File: src/hw/rtl/swing_down_stroke_detector_top_assert.svh
// assertion macros for the swing down-stroke detector top level
// depends on nothing; included by swing_down_stroke_detector_top.sv
`ifndef SWING_DOWN_STROKE_DETECTOR_TOP_ASSERT_SVH
`define SWING_DOWN_STROKE_DETECTOR_TOP_ASSERT_SVH

// same-cycle implication, checked outside reset
`define SDSD_ASSERT_NOW(label, clk, rstn, ante, cons) \
    label: assert property (@(posedge clk) disable iff (!(rstn)) (ante) |-> (cons)) \
        else $error("sdsd assertion failed");

// next-cycle implication, checked outside reset
`define SDSD_ASSERT_NEXT(label, clk, rstn, ante, cons) \
    label: assert property (@(posedge clk) disable iff (!(rstn)) (ante) |=> (cons)) \
        else $error("sdsd assertion failed");

`endif

File: src/hw/rtl/sdsd_pkg.sv
// shared types and constants of the swing down-stroke detector
// depends on nothing; used by sdsd_lane, sdsd_merge and the top level
package sdsd_pkg;

    localparam int CHANNELS   = 2;
    localparam int COORD_BITS = 10;
    localparam int STEP_BITS  = 10;
    localparam int JUMP_BITS  = 10;
    localparam int COOL_BITS  = 8;
    localparam int CFG_IDX_BITS  = 2;
    localparam int CFG_DATA_BITS = 10;

    localparam logic [CFG_IDX_BITS-1:0] CFG_STEP_MIN   = 2'd0;
    localparam logic [CFG_IDX_BITS-1:0] CFG_JUMP_LIMIT = 2'd1;
    localparam logic [CFG_IDX_BITS-1:0] CFG_COOLDOWN   = 2'd2;

    localparam logic [STEP_BITS-1:0] STEP_MIN_RST   = 10'd15;
    localparam logic [JUMP_BITS-1:0] JUMP_LIMIT_RST = 10'd75;
    localparam logic [COOL_BITS-1:0] COOLDOWN_RST   = 8'd5;

    typedef struct packed {
        logic [STEP_BITS-1:0] step_min;
        logic [JUMP_BITS-1:0] jump_limit;
        logic [COOL_BITS-1:0] cooldown_frames;
    } cfg_t;

    typedef struct packed {
        logic [COORD_BITS-1:0] x;
        logic [COORD_BITS-1:0] y;
        logic                  seen;
    } entry_t;

    typedef struct packed {
        logic                  hit;
        logic [COORD_BITS-1:0] x;
        logic [COORD_BITS-1:0] y;
    } result_t;

    function automatic logic [COORD_BITS-1:0] abs_diff(
        input logic [COORD_BITS-1:0] a,
        input logic [COORD_BITS-1:0] b
    );
        return (a > b) ? (a - b) : (b - a);
    endfunction

endpackage

File: src/hw/rtl/sdsd_lane.sv
// one channel lane: two-entry history, strike test and cooldown counter
// depends on sdsd_pkg
module sdsd_lane
    import sdsd_pkg::*;
(
    input  logic    aclk,
    input  logic    aresetn,
    input  logic    accept,
    input  cfg_t    cfg,
    input  entry_t  cur,
    output result_t res
);

    entry_t                old_reg, old_next;
    entry_t                mid_reg, mid_next;
    logic [COOL_BITS-1:0]  cnt_reg, cnt_next;

    logic                  jumps_ok;
    logic                  steps_ok;
    logic                  strike;
    logic [COOL_BITS-1:0]  cnt_dec;
    logic                  hit;
    logic signed [COORD_BITS+1:0] older_step;
    logic signed [COORD_BITS+1:0] newer_step;
    logic signed [COORD_BITS+1:0] step_min_s;

    always_comb begin
        jumps_ok = (abs_diff(old_reg.x, mid_reg.x) <= cfg.jump_limit)
                && (abs_diff(old_reg.y, mid_reg.y) <= cfg.jump_limit)
                && (abs_diff(mid_reg.x, cur.x) <= cfg.jump_limit)
                && (abs_diff(mid_reg.y, cur.y) <= cfg.jump_limit);
        older_step = $signed({2'b00, mid_reg.y}) - $signed({2'b00, old_reg.y});
        newer_step = $signed({2'b00, cur.y}) - $signed({2'b00, mid_reg.y});
        step_min_s = $signed({2'b00, cfg.step_min});
        steps_ok   = (older_step >= step_min_s) && (newer_step <= older_step);
        strike     = old_reg.seen && mid_reg.seen && cur.seen && jumps_ok && steps_ok;

        cnt_dec  = (cnt_reg != '0) ? cnt_reg - 1'b1 : cnt_reg;
        hit      = strike && (cnt_dec == '0);
        cnt_next = hit ? cfg.cooldown_frames : cnt_dec;

        old_next = mid_reg;
        mid_next = cur;

        res.hit = hit;
        res.x   = hit ? cur.x : '0;
        res.y   = hit ? cur.y : '0;
    end

    always_ff @(posedge aclk) begin
        if (!aresetn) begin
            old_reg <= '0;
            mid_reg <= '0;
            cnt_reg <= '0;
        end else if (accept) begin
            old_reg <= old_next;
            mid_reg <= mid_next;
            cnt_reg <= cnt_next;
        end
    end

endmodule

File: src/hw/rtl/sdsd_merge.sv
// merge stage: collects all lane results into one output register
// depends on sdsd_pkg
module sdsd_merge
    import sdsd_pkg::*;
(
    input  logic    aclk,
    input  logic    aresetn,
    input  logic    in_valid,
    output logic    in_ready,
    input  result_t lane_res [CHANNELS],
    output logic    out_valid,
    input  logic    out_ready,
    output result_t out_res [CHANNELS]
);

    logic    valid_reg, valid_next;
    result_t res_reg [CHANNELS];
    logic    load;

    always_comb begin
        in_ready   = !valid_reg || out_ready;
        load       = in_valid && in_ready;
        valid_next = load ? 1'b1 : (out_ready ? 1'b0 : valid_reg);
    end

    always_ff @(posedge aclk) begin
        if (!aresetn) begin
            valid_reg <= 1'b0;
        end else begin
            valid_reg <= valid_next;
        end
    end

    always_ff @(posedge aclk) begin
        if (load) begin
            res_reg <= lane_res;
        end
    end

    assign out_valid = valid_reg;
    assign out_res   = res_reg;

endmodule

File: src/hw/rtl/swing_down_stroke_detector_top.sv
// swing down-stroke detector top level: config registers, lanes, merge stage
// depends on sdsd_pkg, sdsd_lane, sdsd_merge and the assertion header
//
// usage:
//   input channel s_*: one request per video frame with x, y and seen for
//   channels a and b. output channel m_*: one result per request with the
//   hit flag and, on a hit, that frame's x and y (zero otherwise).
//   config channel cfg_*: index 0 step_min, 1 jump_limit, 2 cooldown_frames;
//   always ready, other indexes are ignored. write only while idle.
// output: the result is registered and valid in the cycle after the request is accepted.
// throughput: one request per cycle while m_ready takes each result; both
//   channels run in parallel lanes that each test one frame per cycle, and one
//   output register holds the merged result.
// stall: while a result waits on m_ready, s_ready drops; it rises again in
//   the cycle the result is taken, so a new request can enter at once.
// reset: history seen flags and cooldown counters clear, registers return
//   to 15, 75 and 5; no hit can fire before three frames have been taken.
`include "swing_down_stroke_detector_top_assert.svh"

module swing_down_stroke_detector_top
    import sdsd_pkg::*;
(
    input  logic                     aclk,
    input  logic                     aresetn,
    input  logic                     s_valid,
    output logic                     s_ready,
    input  logic [COORD_BITS-1:0]    s_pos_x_a,
    input  logic [COORD_BITS-1:0]    s_pos_y_a,
    input  logic                     s_seen_a,
    input  logic [COORD_BITS-1:0]    s_pos_x_b,
    input  logic [COORD_BITS-1:0]    s_pos_y_b,
    input  logic                     s_seen_b,
    output logic                     m_valid,
    input  logic                     m_ready,
    output logic                     m_hit_a,
    output logic [COORD_BITS-1:0]    m_hit_x_a,
    output logic [COORD_BITS-1:0]    m_hit_y_a,
    output logic                     m_hit_b,
    output logic [COORD_BITS-1:0]    m_hit_x_b,
    output logic [COORD_BITS-1:0]    m_hit_y_b,
    input  logic                     cfg_valid,
    output logic                     cfg_ready,
    input  logic [CFG_IDX_BITS-1:0]  cfg_index,
    input  logic [CFG_DATA_BITS-1:0] cfg_data
);

    cfg_t    cfg_reg, cfg_next;
    entry_t  lane_in  [CHANNELS];
    result_t lane_res [CHANNELS];
    result_t out_res  [CHANNELS];
    logic    accept;

    assign cfg_ready = 1'b1;

    always_comb begin
        cfg_next = cfg_reg;
        if (cfg_valid) begin
            case (cfg_index)
                CFG_STEP_MIN:   cfg_next.step_min        = cfg_data[STEP_BITS-1:0];
                CFG_JUMP_LIMIT: cfg_next.jump_limit      = cfg_data[JUMP_BITS-1:0];
                CFG_COOLDOWN:   cfg_next.cooldown_frames = cfg_data[COOL_BITS-1:0];
                default:        cfg_next = cfg_reg;
            endcase
        end
    end

    always_ff @(posedge aclk) begin
        if (!aresetn) begin
            cfg_reg.step_min        <= STEP_MIN_RST;
            cfg_reg.jump_limit      <= JUMP_LIMIT_RST;
            cfg_reg.cooldown_frames <= COOLDOWN_RST;
        end else begin
            cfg_reg <= cfg_next;
        end
    end

    always_comb begin
        lane_in[0] = '{x: s_pos_x_a, y: s_pos_y_a, seen: s_seen_a};
        lane_in[1] = '{x: s_pos_x_b, y: s_pos_y_b, seen: s_seen_b};
    end

    assign accept = s_valid && s_ready;

    for (genvar c = 0; c < CHANNELS; c++) begin : g_lane
        sdsd_lane u_lane (
            .aclk    (aclk),
            .aresetn (aresetn),
            .accept  (accept),
            .cfg     (cfg_reg),
            .cur     (lane_in[c]),
            .res     (lane_res[c])
        );
    end

    sdsd_merge u_merge (
        .aclk      (aclk),
        .aresetn   (aresetn),
        .in_valid  (s_valid),
        .in_ready  (s_ready),
        .lane_res  (lane_res),
        .out_valid (m_valid),
        .out_ready (m_ready),
        .out_res   (out_res)
    );

    assign m_hit_a   = out_res[0].hit;
    assign m_hit_x_a = out_res[0].x;
    assign m_hit_y_a = out_res[0].y;
    assign m_hit_b   = out_res[1].hit;
    assign m_hit_x_b = out_res[1].x;
    assign m_hit_y_b = out_res[1].y;

    `SDSD_ASSERT_NEXT(a_accept_gives_result, aclk, aresetn, s_valid && s_ready, m_valid)
    `SDSD_ASSERT_NEXT(a_drain_empties, aclk, aresetn, m_valid && m_ready && !s_valid, !m_valid)
    `SDSD_ASSERT_NOW(a_stall_only_when_full, aclk, aresetn, !s_ready, m_valid && !m_ready)
    `SDSD_ASSERT_NOW(a_no_hit_zero_pos, aclk, aresetn, m_valid && !m_hit_a, m_hit_x_a == '0 && m_hit_y_a == '0)

endmodule
File: config.mk
export PLATFORM = sky130hd
export DESIGN_NAME = swing_down_stroke_detector_top
export DESIGN_NICKNAME = d
export VERILOG_FILES = /design/src/hw/rtl/sdsd_pkg.sv /design/src/hw/rtl/sdsd_lane.sv /design/src/hw/rtl/sdsd_merge.sv /design/src/hw/rtl/swing_down_stroke_detector_top.sv
export VERILOG_INCLUDE_DIRS = /design/src /design/src/hw/rtl
export SDC_FILE = /design/constraint.sdc
export NUM_CORES = 1
export LEC_CHECK = 0
export BUFFER_PORTS_ARGS = -buffer_cell sky130_fd_sc_hd__buf_2
export CORE_MARGIN = 8
export CORE_UTILIZATION = 36
export CTS_CLUSTER_DIAMETER = 30
export DETAILED_ROUTE_END_ITERATION = 8
export GPL_TIMING_DRIVEN = 0
export MAX_ROUTING_LAYER = met4
export SLEW_MARGIN = 20
export SYNTH_ARGS = -nofsm -noshare
export SYNTH_HDL_FRONTEND = slang
export SYNTH_HIERARCHICAL = 1
export SYNTH_SLANG_ARGS = --single-unit
File: constraint.sdc
create_clock -name aclk -period 6.1 [get_ports aclk]
set_input_delay 0.61 -clock aclk [delete_from_list [all_inputs] [get_ports aclk]]
set_output_delay 0.61 -clock aclk [all_outputs]
set_load 0.02 [all_outputs]
==> out/summary.md <==
Clocking
* H-tree level count: 4
* setup repair bufs after CTS: 0
* clock latency on the worst-skew pair: 0.50 ns
* hold buffer count at CTS: 0
* post_cts resized: 0
* clock tree from TritonCTS: yes
* number of CTS-inserted buffers: 17
* total number of clock tree sinks: 171
* clock slew seen by the registers of the worst setup and hold paths: 0.08 ns
* buffer cell driving the clock tree root: sky130_fd_sc_hd__clkbuf_16
* CTS Buffer Depth: 2

Pwr
* pwr/cell area: 253.8 nW/um^2
* net switching power figure: 2.057 mW
* maximum ir drop on the vdd rail: 0.2029 mV
* switching power share of the total: 42.51%
* internal power: 2.783 mW
* static power due to leakage: 8.596 nW
* combinational share of power: 49.8%
* Reg power frac: 27.1%
* relative contribution of the clock network to total power: 23.0%

Setup path
* endpoint arrival time on the critical path: 6.33 ns
* register-to-register setup slack: 0.21 ns
* critical register-to-register path startpoint: g_lane[0].u_lane/mid_reg[2]
* Startpoint Class: flip-flop
* Crit. Startpoint: g_lane[0].u_lane/mid_reg[2]
* largest driver fanout on the critical path: 9
* R2R depth: 18
* worst flop-to-flop path endpoint: g_lane[0].u_lane/cnt_reg[1]
* capturing element of the worst setup path: g_lane[0].u_lane/cnt_reg[1]
* Crit path required time: 6.54 ns
* type of the setup path with the least slack: reg2reg
* CP Capture Type: flip-flop

Place
* number of port buffers: 102
* placed cell count: 2,694
* final estimated routing congestion in global placement: 0.9170
* Detailed Place HPWL: 38,510 um
* post-placement worst setup slack: -0.1841 ns
* area after detailed placement: 18,470 um^2

Synth
* post-synthesis instance total: 1,977
* Mean Syn Cell Area: 8.695 um^2
* yosys warns: 6
* fraction of synthesis flops using an asynchronous set or reset pin: 0%
* number of flops mapped to enable cells by yosys: 42
* Syn Nets: 2,334
* portion of the post-synthesis area used by sequential elements: 22.36%
* Netlist Area Pre-Place: 17,190 um^2
* Seq cells post-synth: 171
* dominant register cell in the synthesized netlist: sky130_fd_sc_hd__dfxtp_1
* unique cell type count in the Yosys netlist: 88

Layout
* antenna diode count: 0
* synthesis-to-layout area growth: 10.91%
* Finished Layout Cells: 2,725
* post-layout net count: 2,454
* final instance area: 19,070 um^2
* layout cell share with drive strength beyond 1: 9.384%
* fill cell instance count of the final layout: 4,826

Global route
* first-pass GRT wire length: 75,690 um
* largest net degree at the start of global routing: 43
* overall routing resource usage: 18.12%
* number of global-route vias before repair: 14,160
* number of antenna violations at the first check in global routing: 1
* aggregate global routing overflow: 0

Timing
* normalized max-slew margin: 18.20%
* min cycle time layout: 5.894 ns
* number of hold violations in the final report: 0
* setup repair after global routing missed its margin: false
* actual slew at the worst max-slew pin: 1.227 ns
* pins over their slew limit: 0
* maximum clock frequency: 169.7 MHz
* Post-Route Hold Slack: 0.3711 ns
* setup slack of the critical path after layout: 0.2061 ns
* final worst path period share: 96.62%
* clk_skew: 0.01196 ns
* final setup fails: 0

Floorplanning
* overall die width: 234.5 um
* vertical die dimension: 234.5 um
* core region area: 47,450 um^2
* Core Rows: 80
* Total Die Area: 55,000 um^2
* starting utilization of the core area: 36.23%
* number of top-level design ports: 104

Job
* Max Cap Viol: 0

Drt
* post-route antenna net violation count: 0
* total number of vias: 14,420
* number of search-and-repair iterations in the first detailed-routing pass: 5
* vias per std cell: 5.292
* routed wire length: 48,290 um
* number of DRC violations after detailed routing: 0
* DRC violation total after the first TritonRoute iteration: 741
* DR WL/cell: 17.72 um

Hold path
* type of the most critical hold path: in2reg

Outcome
* run status: finished clean

==> critical path, cell delays in order, from the launching register on <==
cell and delay (ns):
sky130_fd_sc_hd__dfxtp_1 0.52, sky130_fd_sc_hd__inv_1 0.22, sky130_fd_sc_hd__fa_1 0.45, sky130_fd_sc_hd__a21o_1 0.17, sky130_fd_sc_hd__a21oi_1 0.20, sky130_fd_sc_hd__nor2b_1 0.07
sky130_fd_sc_hd__o21a_1 0.19, sky130_fd_sc_hd__o41a_1 0.36, sky130_fd_sc_hd__a31oi_2 0.60, sky130_fd_sc_hd__mux2_2 0.41, sky130_fd_sc_hd__ha_1 0.32, sky130_fd_sc_hd__a211oi_1 0.42
sky130_fd_sc_hd__o21ai_0 0.18, sky130_fd_sc_hd__nor2_1 0.12, sky130_fd_sc_hd__a21oi_1 0.12, sky130_fd_sc_hd__or4_4 0.57, sky130_fd_sc_hd__nor4_4 0.54, sky130_fd_sc_hd__mux2i_1 0.24
sky130_fd_sc_hd__and2_1 0.13
==> power groups by stage <==
stage	Sequential, mW	Clock [mW]	Combinational (mW)
after floorplan	1.33	0	1.79
after global placement	1.33	0	2.32
after detailed placement	1.34	0	2.38
after CTS	1.31	1.16	2.39
after global routing	1.33	1.20	2.69
final	1.31	1.12	2.41
==> cell type report <==
class	count	area, um^2	area share [%]
multi-input combinational	1480	12090	63.43
timing repair buffer	102	510.5	2.678
clock inverter	15	152.6	0.8006
inverter	235	882.1	4.627
sequential	171	3846	20.17
clock buffer	17	425.4	2.231
tap	615	769.5	4.036
buffer	90	386.6	2.028
==> layer usage <==
metal	GRT usage [%]	share of wire (%)
met1	22.14	46
met2	29.56	47
met3	3.603	4.9
met4	6.430	2.6
met5	-	0
==> cell usage in the layout (no fill, tap or decap), drive strengths merged, types with 15 or more instances in the layout <==
master  count
ha        282
inv       242
mux2i     167
dfxtp     129
buf       118
nor2b     112
a21oi     110
nand2      92
clkbuf     91
o21ai      71
xnor2      63
a21o       59
nor2       57
edfxtp     42
nand3      33
xor2       33
a31oi      31
nand4      28
and2       27
nor4       27
o21bai     24
a211oi     23
nor3       23
mux2       19
fa         16
and4       15
==> synthesized netlist by cell type, drive strengths merged (27+ instances only) <==
library cell	instances	area, um^2
nand4	28	175.2
edfxtp	42	1261
dfxtp	129	2582
a21oi	110	550.5
clkbuf	75	281.5
ha	282	3528
xnor2	63	551.8
inv	235	882.1
a21o	59	442.9
o21ai	71	355.3
nand3	33	165.2
xor2	33	289.0
mux2i	167	1672
nor2	57	214.0
nand2	92	352.8
nor4	27	198.9
and2	27	171.4
nor2b	112	700.7
a31oi	31	200.2
==> kinds of logic after synthesis <==
| group | Yosys count | synth area share, % |
|---|---|---|
| AND/OR/NAND/NOR | 482 | 15.94 |
| AO/OA/AOI/OAI | 417 | 16.05 |
| buffers and inverters | 326 | 7.380 |
| adder cells (fa/ha/maj) | 298 | 22.39 |
| multiplexers | 186 | 10.97 |
| flip-flops | 171 | 22.36 |
| XOR/XNOR | 96 | 4.891 |
| other | 1 | 0.02181 |
==> how the worst min path moves through the flow <==
stage / start / to / cells past startpoint
floorplan: cfg_reg[10] / cfg_reg[10] / 2
global placement: cfg_reg[12] / cfg_reg[12] / 2
detailed placement: cfg_reg[13] / cfg_reg[13] / 2
CTS: s_valid / u_merge/out_valid / 3
global route: s_valid / u_merge/out_valid / 3
finish: s_valid / u_merge/out_valid / 3
==> metrics by stage <==
step / power, mW / TNS [ns] / utilization [%]
detailed placement: 3.716 / -1.023 / 38.93
global route: 5.213 / 0 / 40.18
CTS: 4.865 / 0 / 40.15
floorplan: 3.126 / 0 / -
global placement: 3.651 / -1.997 / 38.93
finish: 4.840 / 0 / 40.18
(Power assumes the default switching activity.)
